[config.mk]
export PLATFORM = sky130hd
export DESIGN_NAME = modbus_discrete_input_slave
export DESIGN_NICKNAME = d
export VERILOG_FILES = /design/src/mdis_pkg.sv /design/src/mdis_front.sv /design/src/mdis_queue.sv /design/src/mdis_back.sv /design/src/modbus_discrete_input_slave.sv
export SDC_FILE = /design/constraint.sdc
export NUM_CORES = 1
export LEC_CHECK = 0
export BUFFER_PORTS_ARGS = -buffer_cell sky130_fd_sc_hd__buf_2
export CAP_MARGIN = 30
export CORE_MARGIN = 2
export CORE_UTILIZATION = 45
export CTS_CLUSTER_DIAMETER = 60
export CTS_CLUSTER_SIZE = 16
export DETAILED_ROUTE_END_ITERATION = 8
export GPL_ROUTABILITY_DRIVEN = 0
export PLACE_DENSITY = 0.6
export SLEW_MARGIN = 20
export SYNTH_ARGS = -nofsm -noshare
export SYNTH_HDL_FRONTEND = slang
export SYNTH_SLANG_ARGS = --single-unit
[constraint.sdc]
create_clock -name clock -period 13.5 [get_ports clock]
set_input_delay 2.7 -clock clock [delete_from_list [all_inputs] [get_ports clock]]
set_output_delay 2.7 -clock clock [all_outputs]
set_load 0.01 [all_outputs]
[src/mdis_pkg.sv]
// types, constants and crc function of the modbus discrete input slave
package mdis_pkg;

   localparam int MAX_FRAME_DEF = 128;
   localparam int HDR_BYTES     = 12;
   localparam int PDU_BYTES     = 6;
   localparam int TCP_ECHO      = 5;
   localparam int BODY_BYTES    = 5;
   localparam int QUEUE_DEPTH   = 2;

   localparam logic OPC_BYTE = 1'b0;
   localparam logic OPC_GAP  = 1'b1;

   localparam logic [7:0] FC_READ_INPUTS = 8'h02;
   localparam logic [7:0] FC_READ_REGS   = 8'h04;
   localparam logic [7:0] START_MAX      = 8'h07;
   localparam logic [7:0] QTY_MAX        = 8'h08;
   localparam logic [7:0] QTY_ONE        = 8'h01;
   localparam logic [7:0] FC02_BYTES     = 8'h01;
   localparam logic [7:0] FC04_BYTES     = 8'h02;
   localparam logic [2:0] FC02_LEN       = 3'd4;
   localparam logic [2:0] FC04_LEN       = 3'd5;
   localparam logic [3:0] TCP_PREFIX     = 4'd6;
   localparam logic [3:0] CRC_BYTES      = 4'd2;
   localparam logic [15:0] CRC_INIT      = 16'hFFFF;
   localparam logic [15:0] CRC_POLY      = 16'hA001;

   typedef enum logic [7:0] {
      CSR_DEVICE_ADDRESS = 8'd0,
      CSR_TCP_FRAMING    = 8'd1
   } csr_index_type;

   typedef struct packed {
      logic       opcode;
      logic [7:0] rx_byte;
      logic       rx_error;
      logic [7:0] pin_levels;
   } req_type;

   typedef struct packed {
      logic [7:0] tx_byte;
      logic       tx_last;
   } rsp_type;

   typedef struct packed {
      logic                           tcp;
      logic [TCP_ECHO-1:0][7:0]       hdr;
      logic [2:0]                     len;
      logic [BODY_BYTES-1:0][7:0]     body;
   } reply_type;

   function automatic logic [15:0] crc_byte(input logic [15:0] crc, input logic [7:0] b);
      logic [15:0] c;
      c = crc ^ {8'h00, b};
      for (int k = 0; k < 8; k++) begin
         if (c[0]) begin
            c = (c >> 1) ^ CRC_POLY;
         end else begin
            c = c >> 1;
         end
      end
      return c;
   endfunction

endpackage

[src/mdis_front.sv]
// front end: frame collection, crc check and request decode
module mdis_front #(
   parameter int MAX_FRAME = mdis_pkg::MAX_FRAME_DEF
) (
   input  logic                clock,
   input  logic                reset,
   input  logic                req_valid,
   output logic                req_ready,
   input  mdis_pkg::req_type   req_payload,
   input  logic [7:0]          device_address,
   input  logic                tcp_framing,
   output logic                push_valid,
   input  logic                push_ready,
   output mdis_pkg::reply_type push_data
);
   import mdis_pkg::*;

   logic [15:0]                 crc_ff, crc_in;
   logic [1:0][7:0]             dly_ff, dly_in;
   logic [7:0]                  count_ff, count_in;
   logic [HDR_BYTES-1:0][7:0]   hdr_ff, hdr_in;
   logic                        bad_ff, bad_in;

   logic                        accept;
   logic [PDU_BYTES-1:0][7:0]   pdu;
   logic [7:0]                  act;
   logic [8:0]                  mask;
   logic [7:0]                  data;
   logic                        crc_ok, base_ok, is02, is04;

   assign req_ready = push_ready;
   assign accept    = req_valid && req_ready;

   always_comb begin
      for (int k = 0; k < PDU_BYTES; k++) begin
         pdu[k] = tcp_framing ? hdr_ff[k + PDU_BYTES] : hdr_ff[k];
      end
      act     = ~req_payload.pin_levels;
      mask    = (9'd1 << pdu[5][3:0]) - 9'd1;
      data    = (act >> pdu[3][2:0]) & mask[7:0];
      crc_ok  = tcp_framing || (count_ff >= 8'd2 && dly_ff[0] == crc_ff[7:0]
                                && dly_ff[1] == crc_ff[15:8]);
      base_ok = !bad_ff && crc_ok && pdu[0] == device_address
                && pdu[2] == 8'h00 && pdu[4] == 8'h00;
      is02    = base_ok && pdu[1] == FC_READ_INPUTS && pdu[3] <= START_MAX
                && pdu[5] <= QTY_MAX;
      is04    = base_ok && pdu[1] == FC_READ_REGS && pdu[3] == 8'h00
                && pdu[5] == QTY_ONE;

      push_data.tcp = tcp_framing;
      for (int k = 0; k < TCP_ECHO; k++) begin
         push_data.hdr[k] = hdr_ff[k];
      end
      push_data.len     = is02 ? FC02_LEN : (is04 ? FC04_LEN : 3'd0);
      push_data.body[0] = device_address;
      push_data.body[1] = is02 ? FC_READ_INPUTS : FC_READ_REGS;
      push_data.body[2] = is02 ? FC02_BYTES : FC04_BYTES;
      push_data.body[3] = is02 ? data : 8'h00;
      push_data.body[4] = act;
      push_valid = accept && req_payload.opcode == OPC_GAP && (is02 || is04);
   end

   always_comb begin
      crc_in   = crc_ff;
      dly_in   = dly_ff;
      count_in = count_ff;
      hdr_in   = hdr_ff;
      bad_in   = bad_ff;
      if (accept) begin
         if (req_payload.opcode == OPC_GAP) begin
            crc_in   = CRC_INIT;
            dly_in   = '0;
            count_in = '0;
            hdr_in   = '0;
            bad_in   = 1'b0;
         end else begin
            if (req_payload.rx_error) begin
               bad_in = 1'b1;
            end
            if (count_ff < 8'(MAX_FRAME)) begin
               if (count_ff >= 8'd2) begin
                  crc_in = crc_byte(crc_ff, dly_ff[0]);
               end
               dly_in[0] = dly_ff[1];
               dly_in[1] = req_payload.rx_byte;
               if (count_ff < 8'(HDR_BYTES)) begin
                  hdr_in[count_ff[3:0]] = req_payload.rx_byte;
               end
               count_in = count_ff + 8'd1;
            end
         end
      end
   end

   always_ff @(posedge clock) begin
      if (reset) begin
         crc_ff   <= CRC_INIT;
         dly_ff   <= '0;
         count_ff <= '0;
         hdr_ff   <= '0;
         bad_ff   <= 1'b0;
      end else begin
         crc_ff   <= crc_in;
         dly_ff   <= dly_in;
         count_ff <= count_in;
         hdr_ff   <= hdr_in;
         bad_ff   <= bad_in;
      end
   end

endmodule

[src/mdis_queue.sv]
// reply queue between front end and transmit back end
module mdis_queue (
   input  logic                clock,
   input  logic                reset,
   input  logic                push_valid,
   output logic                push_ready,
   input  mdis_pkg::reply_type push_data,
   output logic                pop_valid,
   input  logic                pop_ready,
   output mdis_pkg::reply_type pop_data
);
   import mdis_pkg::*;

   localparam int PtrW = $clog2(QUEUE_DEPTH);
   localparam int CntW = $clog2(QUEUE_DEPTH + 1);

   reply_type              entry_ff [QUEUE_DEPTH];
   logic [PtrW-1:0]        wr_ff, wr_in, rd_ff, rd_in;
   logic [CntW-1:0]        cnt_ff, cnt_in;
   logic                   do_push, do_pop;

   assign push_ready = cnt_ff != CntW'(QUEUE_DEPTH);
   assign pop_valid  = cnt_ff != '0;
   assign pop_data   = entry_ff[rd_ff];
   assign do_push    = push_valid && push_ready;
   assign do_pop     = pop_valid && pop_ready;

   always_comb begin
      wr_in  = do_push ? wr_ff + PtrW'(1) : wr_ff;
      rd_in  = do_pop ? rd_ff + PtrW'(1) : rd_ff;
      cnt_in = cnt_ff;
      if (do_push && !do_pop) begin
         cnt_in = cnt_ff + CntW'(1);
      end else if (do_pop && !do_push) begin
         cnt_in = cnt_ff - CntW'(1);
      end
   end

   always_ff @(posedge clock) begin
      if (reset) begin
         wr_ff  <= '0;
         rd_ff  <= '0;
         cnt_ff <= '0;
      end else begin
         wr_ff  <= wr_in;
         rd_ff  <= rd_in;
         cnt_ff <= cnt_in;
      end
   end

   always_ff @(posedge clock) begin
      if (do_push) begin
         entry_ff[wr_ff] <= push_data;
      end
   end

endmodule

[src/mdis_back.sv]
// back end: serializes replies and appends the rtu crc
module mdis_back (
   input  logic                clock,
   input  logic                reset,
   input  logic                pop_valid,
   output logic                pop_ready,
   input  mdis_pkg::reply_type pop_data,
   output logic                rsp_valid,
   input  logic                rsp_ready,
   output mdis_pkg::rsp_type   rsp_payload
);
   import mdis_pkg::*;

   logic        busy_ff, busy_in;
   reply_type   cur_ff, cur_in;
   logic [3:0]  idx_ff, idx_in;
   logic [15:0] crc_ff, crc_in;
   logic        valid_ff, valid_in;
   rsp_type     out_ff, out_in;

   logic        load, last;
   logic [3:0]  total, body_pos;
   logic [7:0]  tx;

   assign pop_ready   = !busy_ff;
   assign rsp_valid   = valid_ff;
   assign rsp_payload = out_ff;

   always_comb begin
      total    = cur_ff.tcp ? {1'b0, cur_ff.len} + TCP_PREFIX
                            : {1'b0, cur_ff.len} + CRC_BYTES;
      last     = idx_ff == total - 4'd1;
      body_pos = cur_ff.tcp ? idx_ff - TCP_PREFIX : idx_ff;
      if (cur_ff.tcp) begin
         if (idx_ff < 4'(TCP_ECHO)) begin
            tx = cur_ff.hdr[idx_ff[2:0]];
         end else if (idx_ff == 4'(TCP_ECHO)) begin
            tx = {5'd0, cur_ff.len};
         end else begin
            tx = cur_ff.body[body_pos[2:0]];
         end
      end else begin
         if (idx_ff < {1'b0, cur_ff.len}) begin
            tx = cur_ff.body[body_pos[2:0]];
         end else if (idx_ff == {1'b0, cur_ff.len}) begin
            tx = crc_ff[7:0];
         end else begin
            tx = crc_ff[15:8];
         end
      end
      load = busy_ff && (!valid_ff || rsp_ready);

      busy_in  = busy_ff;
      cur_in   = cur_ff;
      idx_in   = idx_ff;
      crc_in   = crc_ff;
      valid_in = valid_ff && !rsp_ready;
      out_in   = out_ff;
      if (pop_valid && pop_ready) begin
         busy_in = 1'b1;
         cur_in  = pop_data;
         idx_in  = '0;
         crc_in  = CRC_INIT;
      end
      if (load) begin
         valid_in       = 1'b1;
         out_in.tx_byte = tx;
         out_in.tx_last = last;
         idx_in         = idx_ff + 4'd1;
         if (!cur_ff.tcp && idx_ff < {1'b0, cur_ff.len}) begin
            crc_in = crc_byte(crc_ff, tx);
         end
         if (last) begin
            busy_in = 1'b0;
         end
      end
   end

   always_ff @(posedge clock) begin
      if (reset) begin
         busy_ff  <= 1'b0;
         valid_ff <= 1'b0;
      end else begin
         busy_ff  <= busy_in;
         valid_ff <= valid_in;
      end
   end

   always_ff @(posedge clock) begin
      cur_ff <= cur_in;
      idx_ff <= idx_in;
      crc_ff <= crc_in;
      out_ff <= out_in;
   end

endmodule

[src/modbus_discrete_input_slave.sv]
// Modbus slave for eight discrete inputs, RTU or TCP framing. A request (a
// received byte or the gap that ends a frame) is taken every clock while the
// two-entry reply queue has room; the front end runs a one-byte crc update per byte.
// At a gap it checks the frame and queues a reply if the frame is valid; the
// back end registers each reply from the queue and sends it one byte per cycle
// while rsp_ready is high (6 or 7 bytes in RTU, 10 or 11 in TCP),
// computing the RTU crc as it goes. Configuration writes are always accepted.
module modbus_discrete_input_slave #(
   parameter int MAX_FRAME = mdis_pkg::MAX_FRAME_DEF
) (
   input  logic              clock,
   input  logic              reset,
   input  logic              req_valid,
   output logic              req_ready,
   input  mdis_pkg::req_type req_payload,
   output logic              rsp_valid,
   input  logic              rsp_ready,
   output mdis_pkg::rsp_type rsp_payload,
   input  logic              csr_valid,
   output logic              csr_ready,
   input  logic [7:0]        csr_index,
   input  logic [7:0]        csr_data
);
   import mdis_pkg::*;

   logic [7:0] dev_addr_ff, dev_addr_in;
   logic       tcp_ff, tcp_in;
   logic       push_valid, push_ready, pop_valid, pop_ready;
   reply_type  push_data, pop_data;

   assign csr_ready = 1'b1;

   always_comb begin
      dev_addr_in = dev_addr_ff;
      tcp_in      = tcp_ff;
      if (csr_valid && csr_ready) begin
         case (csr_index)
            CSR_DEVICE_ADDRESS: dev_addr_in = csr_data;
            CSR_TCP_FRAMING:    tcp_in      = csr_data[0];
            default: ;
         endcase
      end
   end

   always_ff @(posedge clock) begin
      if (reset) begin
         dev_addr_ff <= '0;
         tcp_ff      <= 1'b0;
      end else begin
         dev_addr_ff <= dev_addr_in;
         tcp_ff      <= tcp_in;
      end
   end

   mdis_front #(
      .MAX_FRAME(MAX_FRAME)
   ) u_front (
      .clock          (clock),
      .reset          (reset),
      .req_valid      (req_valid),
      .req_ready      (req_ready),
      .req_payload    (req_payload),
      .device_address (dev_addr_ff),
      .tcp_framing    (tcp_ff),
      .push_valid     (push_valid),
      .push_ready     (push_ready),
      .push_data      (push_data)
   );

   mdis_queue u_queue (
      .clock      (clock),
      .reset      (reset),
      .push_valid (push_valid),
      .push_ready (push_ready),
      .push_data  (push_data),
      .pop_valid  (pop_valid),
      .pop_ready  (pop_ready),
      .pop_data   (pop_data)
   );

   mdis_back u_back (
      .clock       (clock),
      .reset       (reset),
      .pop_valid   (pop_valid),
      .pop_ready   (pop_ready),
      .pop_data    (pop_data),
      .rsp_valid   (rsp_valid),
      .rsp_ready   (rsp_ready),
      .rsp_payload (rsp_payload)
   );

endmodule

---- Word-level counts from Yosys, hierarchy flattened ----
Memories as Yosys holds them, arrays and structs flattened. A register that Yosys moved wholly into a read port is not among the register bits.
Cells that the tools add are included.
word-level totals
  register bits ........................... 197
  bits of input ports ..................... 39
  memories ................................ 1
  word-level logic and storage cells ...... 244
  RAM bits ................................ 146
memories
  memory            words  width  rd ports  clocked after Yosys merged registers in  write ports  line              source
  u_queue.entry_ff  2      73     1         1                                        1            mdis_queue.sv:17  reply_type entry_ff [QUEUE_DEPTH];
operators by class
  muxes and demuxes ....................... 108
  bitwise operators ....................... 20
  add/sub/neg operators ................... 11
  shifts and indexed selects .............. 2
  reductions and logical operators ........ 50
  magnitude comparators ................... 11
  equal/unequal tests ..................... 11
operators by type and width
  kind                                                                                 count
  16-bit 2-to-1 mux                                                                    66
  96-bit 2-to-1 mux                                                                    3
  8-bit 2-to-1 mux                                                                     17
  96-bit bitwise mux                                                                   1
  8-bit binary-select mux with 3-bit select                                            2
  2-bit inverter with 3-bit output                                                     16
  8-bit demux with 4-bit select                                                        1
  8-bit logical NOT                                                                    4
  16-bit by 8-bit bitwise XOR with 16-bit output                                       2
  8-bit equality test                                                                  3
  1-bit logical AND                                                                    23
  8-bit by 1-bit equality test with 1-bit output, second input constant                2
  2-bit nonzero test                                                                   7
  3-bit 2-to-1 mux                                                                     4
  4-bit 2-to-1 mux                                                                     3
  8-bit by 1-bit adder with 8-bit output, second input constant                        1
  8-bit AND                                                                            1
  8-bit by 2-bit equality test with 1-bit output, second input constant                1
  8-bit by 3-bit equality test with 1-bit output, second input constant                1
  8-bit by 2-bit greater-or-equal comparator with 1-bit output, second input constant  1
  8-bit by 3-bit <= comparator with 1-bit output, second input constant                1
  8-bit by 4-bit <= comparator with 1-bit output, second input constant                1
  3-bit by 4-bit less-than comparator with 1-bit output, second input constant         2
  8-bit by 4-bit less-than comparator with 1-bit output, second input constant         1
  27 further kinds                                                                     49

---- Depth between registers and ports, before layout ----
  depth after elaboration ................. 48
  depth in mapped cells ................... 14
  mapped depth without buffers ............ 11

---- By module ----
From an unflattened synthesis, not the netlist that was laid out.
second synthesis, totals
  cells, all modules ...................... 1574
  area, all modules ....................... 19075.8 um^2
modules (own cells, without submodules)
  module                       seq. area each (um^2)  cells an instance  times used  area an instance (um^2)
  mdis_front                   2742.6                 868                1           7011.7
  mdis_queue                   5144.9                 285                1           6298.5
  mdis_back                    3273.1                 374                1           5292.6
  modbus_discrete_input_slave  180.2                  47                 1           473.0

---- Worst setup path before layout ----
No wires, ideal clock.
  path kind ............................... input-to-reg
  start ................................... input port req_payload[17] in the netlist's numbering
  end ..................................... memory u_queue.entry_ff[0][0] in the netlist's numbering (enable)
  required time ........................... 12995 ps
  path buffers ............................ 1
  arrival ................................. 6467 ps
  setup slack ............................. 6529 ps
  stages .................................. 4
  setup time .............................. 505 ps
  path through ............................ clkbuf_1 and3_1 and3b_1 nor2b_1
between the ends
  word-level cells in the longest chain between the ends .. 5
ends and longest elaborated chain
  item                                    line                               source
  start: declaration                      modbus_discrete_input_slave.sv:15  input mdis_pkg::req_type req_payload,
  1-bit logical AND (2 in a row)          mdis_front.sv:60                   push_valid = accept && req_payload.opcode == OPC_GAP && (is02 || is04);
  1-bit logical AND                       mdis_queue.sv:25                   assign do_push = push_valid && push_ready;
  1-bit 2-to-1 mux                        mdis_queue.sv:52                   if (do_push) begin
  1-bit 2-to-1 mux (not written as such)  mdis_queue.sv:53                   entry_ff[wr_ff] <= push_data;
  end: declaration                        mdis_queue.sv:17
No other way between the ends.

---- Worst setup path after layout ----
  start ................................... input port req_payload[17] in the netlist's numbering
  end ..................................... memory u_queue.entry_ff[1][72] in the netlist's numbering (enable)
The elaborated chain is that of the path after synthesis.

==> results <==
- The flow ran to the end, and the final reports show no timing, DRC or antenna violations.
- The area of the die is 37880 um^2.
- The fraction of layout instances using a drive strength above 1 is roughly 16%.
- The delay of the slowest cell on the worst path is between 0.5 and 0.6 ns.
- In this run, CTS created clock tree buffers numbering 31.
- The cell with the biggest individual delay on the critical path is and3_1.
- Across every metal layer, demand over resource in global routing totals 19.38%.
- Broken down by cell family, the worst path's largest delay share belongs to simple AND/OR/NAND/NOR gates.
- Traced cell by cell, the critical path runs through buf_2 > and3_1 > and3b_1 > and2_2 > buf_4 > buf_12.
- The maximum buffer depth of the clock tree is 3.
- The synthesized design contains 220 enable-type register cells.
- The peak ir drop on the vdd network is about 0.00015 V.
- The number of gates resized after CTS was 0.
- The total inserted antenna cells is 0.
- After detailed routing, the number of vias per cell comes to 5.659.
- STA puts the critical path data arrival time at 4.61 ns.
- The required time at the worst-slack endpoint is around 14 ns.
- The total power per unit cell area is a little over 200 nW/um^2.
- For this block, the initial DRC count from the detailed router was just over 700.
- The worst hold path begins at u_back.crc_ff[12].
- The number of hold violations in the final report is 0.
- The clock sink total is ~390.
- The post-synth net total is between 1000 and 1500.
- After clock tree synthesis, the clock-pin slew on the worst setup and hold paths is ~0.070 ns.
- The detailed-route wire length per cell is about 20 um.
- Between clock sinks in the finished design, the worst skew comes to roughly 0.029 ns.
- Together, buffers and inverters on the worst path number 3.
- For this run, the detailed router's first-pass iteration total came to 5.
- The worst setup slack after placement is 8.414 ns.
- Counting instances, the worst hold path has a depth of 2.
- The most used flip-flop cell after synthesis is edfxtp_1.
- Entering global routing, the biggest net connects 70 pins.
- The total wire length after detailed routing is between 30 and 40 mm.
- The clock latency of the later-clocked register in the worst-skew pair is approximately 0.60 ns.
- For this block, the via count after detailed routing is approximately 10000.
- Setup repair after global routing left no endpoint under its margin.
- Yosys printed 0 warnings.
- The leftover overflow at the end of global routing is 0.
- In this run the number of H-tree levels came out at 1.
- The cell sitting at the root of the clock tree is a clkbuf_16.
- The layout overhead on the synthesized area is 10.17%.
- The static leakage is approximately 6.3 nW.
- The share of the clock period used by the worst path after layout is ~32%.
- Setup violations remaining at the end of the flow were counted as 0.
- The buffers inserted during post-CTS setup optimization is 0.
- The die is 194.6 um tall.
- Setup total negative slack on the finished layout was measured at 0 ns.
- The die is 194.6 um wide.
- ~50 I/O pins were placed.
- For hold timing, the worst endpoint is u_back.crc_ff[4].
- Measured against its own limit, the worst slew margin works out to a little over a third.
- In this run the critical register-to-register path is launched from u_front.crc_ff[2].
- Of all flip-flops after synthesis, the portion carrying an async set or reset was 0%.
- The sequential element share of the synthesized area is around three fifths.
- The count of distinct cell types in the synthesized netlist is 77.
- The number of global-route vias before repair came to between 9000 and 10000.
- The hold buffer count at cts is 0.
- The most frequent standard cell in the layout excluding fill and tap cells is edfxtp_1.
- The core area is 35660 um^2.
- Buffers placed on the I/O ports in this run total slightly below 50.
- The category of the critical setup timing path is input port to register.
- The depth of the most critical reg-to-reg path is 9.
- The number of antenna violations at the first check in global routing came to 0.
- The setup slack on the worst flop-to-flop path is 9.37 ns.
- For this run, the top clock speed supported by timing is between 0.2 and 0.25 GHz.
- The first global-routing pass estimated roughly 57 mm of wire.
- The worst hold path belongs to the class register to register.
- Detailed placement ended at an HPWL of between 20 and 25 mm.
- The initial cell density of the core is a little under half.
- The final routed DRC violation total is 0.
- The synthesized area is about 16000 um^2.
- The count of pins over their slew limit was 0.
- For the pin with the worst max-slew slack, the measured transition is roughly 0.96 ns.
- The minimum clock period after layout is about 4.3 ns.
- The post-synthesis sequential element count is approximately 390.
- The area after detailed placement is between 15000 and 20000 um^2.
- Across the run, the number of max-cap violations was 0.
- The final instance area is ~18000 um^2.
- Once detail routing completed, the nets flagged for antenna violations numbered 0.
- Leaving out fill and tap cells, the most frequent cells in the layout are edfxtp_1, nor2_1, dfxtp_1.
- The number of nets in the final layout is about 1400.
- In the post-route analysis, the smallest setup slack over all paths is 9.160 ns.
- Synthesis produced a netlist whose cell count is 1339.
- The CTS tree is done.
- STA classifies the critical path startpoint as an input port.
- The average cell area after synthesis is 12.21 um^2.
- The top fanout value on the critical path is 35.
- Row generation in the floorplan step produced 69 rows.
- The worst setup path is captured at a register.
- The endpoint of the lowest-slack register-to-register path is u_queue.entry_ff[0][14].
## power breakdown
group	switching (mW)	internal (mW)	total [mW]
Combinational	0.724	0.524	1.25
Clock	0.421	0.483	0.904
Sequential	0.0661	1.44	1.50
## through the flow
step	cells	power (mW)	hold slack, ns	util [%]
2_1_floorplan	1339	2.504	0.4343	-
3_3_place_gp	1784	2.773	0.4692	47.53
3_5_place_dp	1788	2.788	0.4757	47.64
4_1_cts	1841	3.693	0.4900	50.39
5_1_grt	1843	3.854	0.5234	50.53
6_report	1843	3.656	0.4841	50.53
## state kept, by name (all words and copies together) (netlist names)
| register | flops |
|---|---|
| dev_addr_ff | 8 |
| tcp_ff | 1 |
| u_back.busy_ff | 1 |
| u_back.crc_ff | 16 |
| u_back.cur_ff | 69 |
| u_back.idx_ff | 4 |
| u_back.rsp_payload | 9 |
| u_back.rsp_valid | 1 |
| u_front.bad_ff | 1 |
| u_front.count_ff | 8 |
| u_front.crc_ff | 16 |
| u_front.dly_ff | 16 |
| u_front.hdr_ff | 56 |
| u_front.push_data | 40 |
| u_queue.cnt_ff | 2 |
| u_queue.entry_ff | 138 |
| u_queue.rd_ff | 1 |
| u_queue.wr_ff | 1 |
## layer usage
layer / track usage, % / routed length [um]
met1: 28.78 / 17490
met2: 30.04 / 16730
met3: 2.638 / 1819
met4: 4.786 / 768
met5: 0 / 0
## logic make-up after synthesis
logic type / after synthesis / share of synthesized area [%]
buffers and inverters: 109 / 2.869
adders and majority gates: 17 / 1.301
xor gates and xnor gates: 69 / 4.147
and+or+nand+nor: 367 / 11.02
AOI/OAI and AO/OA: 267 / 11.18
DFF: 388 / 60.96
other: 1 / 0.02293
muxes: 121 / 8.500
## worst min-delay path, cell delays in order (launching register included)
cell	delay, ns
dfxtp_1	0.32
nand2_1	0.05
o21ai_0	0.06
## synthesized netlist by cell type, types with 8 or more instances
| cell | number | share of area, % |
|---|---|---|
| o21ai_0 | 23 | 0.70 |
| buf_4 | 8 | 0.37 |
| nand3_1 | 8 | 0.24 |
| nand2_1 | 45 | 1.0 |
| clkbuf_1 | 47 | 1.1 |
| mux2_2 | 80 | 5.5 |
| a22oi_1 | 116 | 5.3 |
| mux2i_1 | 35 | 2.1 |
| xnor2_1 | 28 | 1.5 |
| buf_1 | 16 | 0.37 |
| nor2b_1 | 12 | 0.46 |
| dfxtp_1 | 168 | 21 |
| o22ai_1 | 20 | 0.77 |
| nor4_1 | 19 | 0.73 |
| ha_1 | 17 | 1.3 |
| inv_1 | 28 | 0.64 |
| nand4_1 | 8 | 0.31 |
| nor3_1 | 23 | 0.70 |
| a21oi_1 | 58 | 1.8 |
| nor2_1 | 170 | 3.9 |
| edfxtp_1 | 220 | 40 |
| xor2_1 | 34 | 1.8 |
| and2_1 | 24 | 0.92 |
| nand2b_1 | 24 | 0.92 |
## how the worst max path moves through the flow
stage	startpoint	endpoint	slack, ns	depth (start not counted)
2_1_floorplan	req_payload[17]	u_queue.entry_ff[0][0]	6.53	4
3_3_place_gp	req_payload[17]	u_queue.entry_ff[1][23]	8.47	5
3_5_place_dp	req_payload[17]	u_queue.entry_ff[0][49]	8.41	5
4_1_cts	req_payload[17]	u_queue.entry_ff[0][49]	9.03	5
5_1_grt	req_payload[17]	u_queue.entry_ff[1][4]	8.98	6
6_report	req_payload[17]	u_queue.entry_ff[1][72]	9.16	6
## final cells by class
type	count	area, um^2
clock buffer	44	855.8
tap	461	576.8
fill	3141	17640
clock inverter	9	126.4
sequential	388	9971
multi-input combinational	842	5928
timing repair buffer	70	447.9
inverter	29	110.1
Note: power is estimated with default switching activity, not from simulation.
